File: src/hdl/gkms_pkg.sv
// ----------------------------------------------------------------------------
// gkms_pkg
// Shared constants, register codes and controller/datapath signal groups for
// the grid keypoint max select block.
// ----------------------------------------------------------------------------
package gkms_pkg;

   // default sizes
   localparam int MAX_CELLS_DEF  = 64;
   localparam int COORD_BITS_DEF = 16;

   // fixed field widths
   localparam int CNT_W      = 7;
   localparam int RECIP_W    = 25;
   localparam int STRENGTH_W = 16;

   // fixed point formats: positions Q.4, reciprocals Q1.24
   localparam int POS_FRAC_BITS   = 4;
   localparam int RECIP_FRAC_BITS = 24;
   localparam int BIN_SHIFT       = POS_FRAC_BITS + RECIP_FRAC_BITS;

   // configuration port
   localparam int CSR_IDX_W  = 2;
   localparam int CSR_DATA_W = 25;

   typedef enum logic [CSR_IDX_W-1:0] {
      CSR_GRID_COLS   = 2'd0,
      CSR_GRID_ROWS   = 2'd1,
      CSR_RECIP_WIDTH = 2'd2,
      CSR_RECIP_HEIGHT = 2'd3
   } csr_index_type;

   // register reset values
   localparam logic [CNT_W-1:0]   GRID_COLS_RST = 7'd8;
   localparam logic [CNT_W-1:0]   GRID_ROWS_RST = 7'd8;
   localparam logic [RECIP_W-1:0] RECIP_RST     = 25'd524288;

   // request opcodes
   localparam logic OP_OFFER = 1'b0;
   localparam logic OP_FLUSH = 1'b1;

   // controller to datapath commands
   typedef struct packed {
      logic capture;
      logic mul;
      logic idx;
      logic rd_offer;
      logic rd_flush;
      logic wr;
      logic ptr_clr;
      logic ptr_inc;
      logic occ_clr;
      logic out_load;
      logic out_empty;
   } ctrl_cmd_type;

   // datapath to controller status
   typedef struct packed {
      logic req_flush;
      logic occ_any;
      logic occ_ptr;
      logic last_hit;
      logic out_free;
   } dp_status_type;

endpackage

File: src/hdl/gkms_ctrl.sv
// ----------------------------------------------------------------------------
// gkms_ctrl
// Sequencer: offer read-modify-write steps and the flush walk over the cells.
// ----------------------------------------------------------------------------
module gkms_ctrl (
   input  logic                    clock,
   input  logic                    reset,
   input  logic                    req_valid,
   output logic                    req_ready,
   input  gkms_pkg::dp_status_type status,
   output gkms_pkg::ctrl_cmd_type  cmd
);

   typedef enum logic [7:0] {
      S_IDLE  = 8'b0000_0001,
      S_MUL   = 8'b0000_0010,
      S_IDX   = 8'b0000_0100,
      S_RD    = 8'b0000_1000,
      S_WR    = 8'b0001_0000,
      S_SCAN  = 8'b0010_0000,
      S_LOAD  = 8'b0100_0000,
      S_EMPTY = 8'b1000_0000
   } state_type;

   state_type state_ff;
   state_type state_in;

   // state register
   always_ff @(posedge clock) begin
      if (reset) begin
         state_ff <= S_IDLE;
      end else begin
         state_ff <= state_in;
      end
   end

   assign req_ready = (state_ff == S_IDLE);

   // next state and commands
   always_comb begin
      state_in = state_ff;
      cmd      = '0;
      case (state_ff)
         S_IDLE: begin
            if (req_valid) begin
               cmd.capture = 1'b1;
               if (!status.req_flush) begin
                  state_in = S_MUL;
               end else if (status.occ_any) begin
                  cmd.ptr_clr = 1'b1;
                  state_in    = S_SCAN;
               end else begin
                  state_in = S_EMPTY;
               end
            end
         end
         S_MUL: begin
            cmd.mul  = 1'b1;
            state_in = S_IDX;
         end
         S_IDX: begin
            cmd.idx  = 1'b1;
            state_in = S_RD;
         end
         S_RD: begin
            cmd.rd_offer = 1'b1;
            state_in     = S_WR;
         end
         S_WR: begin
            cmd.wr   = 1'b1;
            state_in = S_IDLE;
         end
         S_SCAN: begin
            if (status.occ_ptr) begin
               cmd.rd_flush = 1'b1;
               cmd.occ_clr  = 1'b1;
               state_in     = S_LOAD;
            end else begin
               cmd.ptr_inc = 1'b1;
            end
         end
         S_LOAD: begin
            if (status.out_free) begin
               cmd.out_load = 1'b1;
               if (status.last_hit) begin
                  state_in = S_IDLE;
               end else begin
                  cmd.ptr_inc = 1'b1;
                  state_in    = S_SCAN;
               end
            end
         end
         S_EMPTY: begin
            if (status.out_free) begin
               cmd.out_empty = 1'b1;
               state_in      = S_IDLE;
            end
         end
         default: begin
            state_in = S_IDLE;
         end
      endcase
   end

endmodule

File: config.mk
export PLATFORM = sky130hd
export DESIGN_NAME = gkms_ctrl
export DESIGN_NICKNAME = d
export VERILOG_FILES = /design/src/hdl/gkms_pkg.sv /design/src/hdl/gkms_ctrl.sv
export SDC_FILE = /design/constraint.sdc
export NUM_CORES = 1
export LEC_CHECK = 0
export ABC_CLOCK_PERIOD_IN_PS = 1700
export BUFFER_PORTS_ARGS = -buffer_cell sky130_fd_sc_hd__buf_2
export CAP_MARGIN = 15
export CORE_MARGIN = 5
export CORE_UTILIZATION = 46
export CTS_BUF_LIST = sky130_fd_sc_hd__clkbuf_4
export DETAILED_ROUTE_END_ITERATION = 12
export PLACE_DENSITY = 0.86
export SLEW_MARGIN = 5
export SYNTH_ARGS = -nofsm -noshare
export SYNTH_HDL_FRONTEND = slang
export SYNTH_SLANG_ARGS = --single-unit
File: constraint.sdc
create_clock -name clock -period 1.7 [get_ports clock]
set_input_delay 0.17 -clock clock [delete_from_list [all_inputs] [get_ports clock]]
set_output_delay 0.17 -clock clock [all_outputs]
set_load 0.01 [all_outputs]
==> impl_metrics.csv <==
group,metric,value,unit
worst_setup_path,cp_slowest_cell,"or4b_4",
timing,maxSlewViolCount,0,
floorplan,ios,20,
yosys,synth_top_cell_by_area,"dfxtp_1",
timing,period_share,104,%
cells_and_area,fin_area,1010,um^2
cells_and_area,reg_top3,"state_ff x8",
power_and_ir_drop,swShare,42.5,%
cells_and_area,fill_cells,89,
yosys,ys_types,33,
placement,place_area,756,um^2
worst_setup_path,path_cells,"or4b_4 -> nor2_4 -> nand2_2 -> nor2_1 -> buf_2",
route,drc,0,
global_route,track_usage,19.1,%
worst_setup_path,r2r_slack,-20,ps
power_and_ir_drop,p_switching,0.512,mW
global_route,use_met1,19.2,%
cells_and_area,area_growth,66.9,%
cells_and_area,finalNonFillerCells,127,
worst_setup_path,crit_path_start_kind,"flip-flop",
global_route,grt_first_pass_wirelength,2860,um
global_route,antenna_found_initial,0,
route,postRouteWirelength,2140,um
yosys,netlist_instances,73,
floorplan,die_area,2150,um^2
placement,gp_congestion,0.795,
route,ant_nets,0,
worst_setup_path,criticalPathCategory,"flip-flop to output pin",
floorplan,die_h,46.4,um
cells_and_area,antenna_cells,0,
route,first_pass_iters,4,
cells_and_area,nets,122,
cells_and_area,final_cell_mix,"buf_2 (18), buf_4 (18), nand2_1 (6)",
worst_setup_path,path_max_fanout,4,
floorplan,core-area,1270,um^2
route,dr_total_vias,741,
clock_tree,clock_path_buffers,2,
global_route,grt_pass1_vias,676,
route,vias_per_cell,5.83,
worst_setup_path,required,1530,ps
route,drt-initial-drc-count,18,
clock_tree,cts_htree_levels,1,
clock_tree,clock-sinks,8,
timing,period_minus_slack,1770,ps
placement,dp_hpwl,1270,um
yosys,ys_seq_area_share,26.3,%
clock_tree,clk_latency,270,ps
yosys,ys_ff_latch,8,
global_route,grt_max_degree,11,
yosys,synthTopCellsByArea,"dfxtp_1 (26%), nor3b_1 (7.4%), nand2_1 (6.2%)",
timing,hold_violations,0,
cells_and_area,largest_register_ffs,8,
floorplan,start_util,47.9,%
timing,setup_viol,10,
outcome,violations,"negative setup slack",
min_path,min_path_cells,2,
floorplan,fp-row-count,13,
power_and_ir_drop,pwr-share-seq,22.8,%
power_and_ir_drop,powerDensity,1190,nW/um^2
floorplan,fp.dieW,46.4,um
timing,worst_pin_slew,314,ps
worst_setup_path,endpoint_kind,"output pin",
cells_and_area,top_register,"state_ff",
yosys,syn_area,608,um^2
power_and_ir_drop,max-vdd-ir-drop,0.000732,V
timing,relSlewSlack,79.0,%
clock_tree,ctsRootBufferMaster,"clkbuf_4",
global_route,grt_overflow_total,0,
global_route,grt_use_met2,34.1,%
clock_tree,cts.clk_slew.worst_paths,60,ps
power_and_ir_drop,intPower,0.693,mW
global_route,top_usage_layer,"met2",
placement,dp.cells,112,
yosys,synth_top_area_share,26.3,%
run,cap_violations,0,
worst_setup_path,reg2reg_depth,4,
timing,layout_setup_ws,-71.2,ps
power_and_ir_drop,leakage,0.468,nW
min_path,hold_path.class,"input port to flip-flop",
power_and_ir_drop,clock_power_share,12.9,%
placement,io_buffers,19,
route,wl_per_cell,16.9,um
timing,rsz0062_at_grt,"yes",
yosys,avgSynthCellArea,8.33,um^2
power_and_ir_drop,p_comb_share,64.3,%
worst_setup_path,arrival,1600,ps
outcome,status,"complete, but fails checks",
timing,fmax,0.565,GHz
worst_setup_path,max_stage_delay,580,ps
yosys,yosys_warnings,0,
yosys,syn_nets,81,
timing,clock_skew,10.3,ps
clock_tree,cts_tree,"yes",
global_route,use_met3,7.81,%
clock_tree,cts_buffers,3,
cells_and_area,drive_gt1_share,62.5,%
==> stage by stage <==
step	power, mW	util, %	hold slack [ps]	setup TNS (ps)	setup slack (ps)
after floorplan	0.590	-	249	-84.3	-38.0
after global placement	0.738	59.6	374	0	59.0
after detailed placement	0.753	59.6	377	0	0.693
after CTS	0.998	67.9	104	-270	-84.6
after global routing	1.28	80.0	72.9	-1120	-150
final	1.21	80.0	82.3	-269	-71.2
==> worst max-delay path, delay by kind of cell, from the launching register on <==
kind,cells,cell delay [ps]
buf+inv,1,130
simple gates,4,860
flops,1,360
==> repair_timing <==
action	4_1_cts	5_1_grt
setup buffers	3	9
gates resized for setup	13	22
endpoints found under the setup margin	12	14
pin swaps	8	9
hold buffers	0	0
==> logic make-up after synthesis <==
group | Yosys count | synth area share [%]
simple gates | 46 | 49.0
compound gates | 9 | 11.9
flops | 8 | 26.3
buf+inv | 6 | 6.79
xor+xnor | 3 | 4.32
mux | 1 | 1.65
==> synth_stat cells (all sizes together) <==
master	number
nand2	10
dfxtp	8
nor2	7
nor3b	6
nand3	4
buf	3
nor3	3
nor4	3
xor2	3
a211oi	2
a21oi	2
and4b	2
inv	2
nand2b	2
nand4b	2
a22oi	1
a311oi	1
a31oi	1
and3	1
clkbuf	1
mux2i	1
nand3b	1
nand4	1
nor4b	1
o21a	1
o21ai	1
or3	1
or4	1
or4b	1
==> cell type report <==
class / count / area [um^2] / area share, %
Inverter: 2 / 7.51 / 0.740
Tap cell: 15 / 18.8 / 1.85
Sequential cell: 8 / 171 / 16.9
Multi-Input combinational cell: 59 / 524 / 51.7
Timing Repair Buffer: 40 / 270 / 26.6
Clock buffer: 3 / 22.5 / 2.22
==> per-layer routing <==
layer	share of wire, %	vias up
li1	-	352
met3	7.1	5
met4	1.4	0
met1	40	353
met2	51	31
met5	0	-
==> final timing paths <==
check | startpoint | to
min | status[4] | state_ff[1]
max | state_ff[4] | cmd[4]
max reg2reg | state_ff[4] | state_ff[7]
min reg2reg | state_ff[7] | state_ff[7]
==> power by group through the flow <==
stage | combinational, mW | sequential [mW] | clock (mW)
after global placement | 0.487 | 0.251 | 0
after detailed placement | 0.496 | 0.257 | 0
after floorplan | 0.342 | 0.248 | 0
after global routing | 0.823 | 0.281 | 0.172
final | 0.775 | 0.275 | 0.155
after CTS | 0.586 | 0.263 | 0.149
Note: power is estimated with default switching activity, not from simulation.
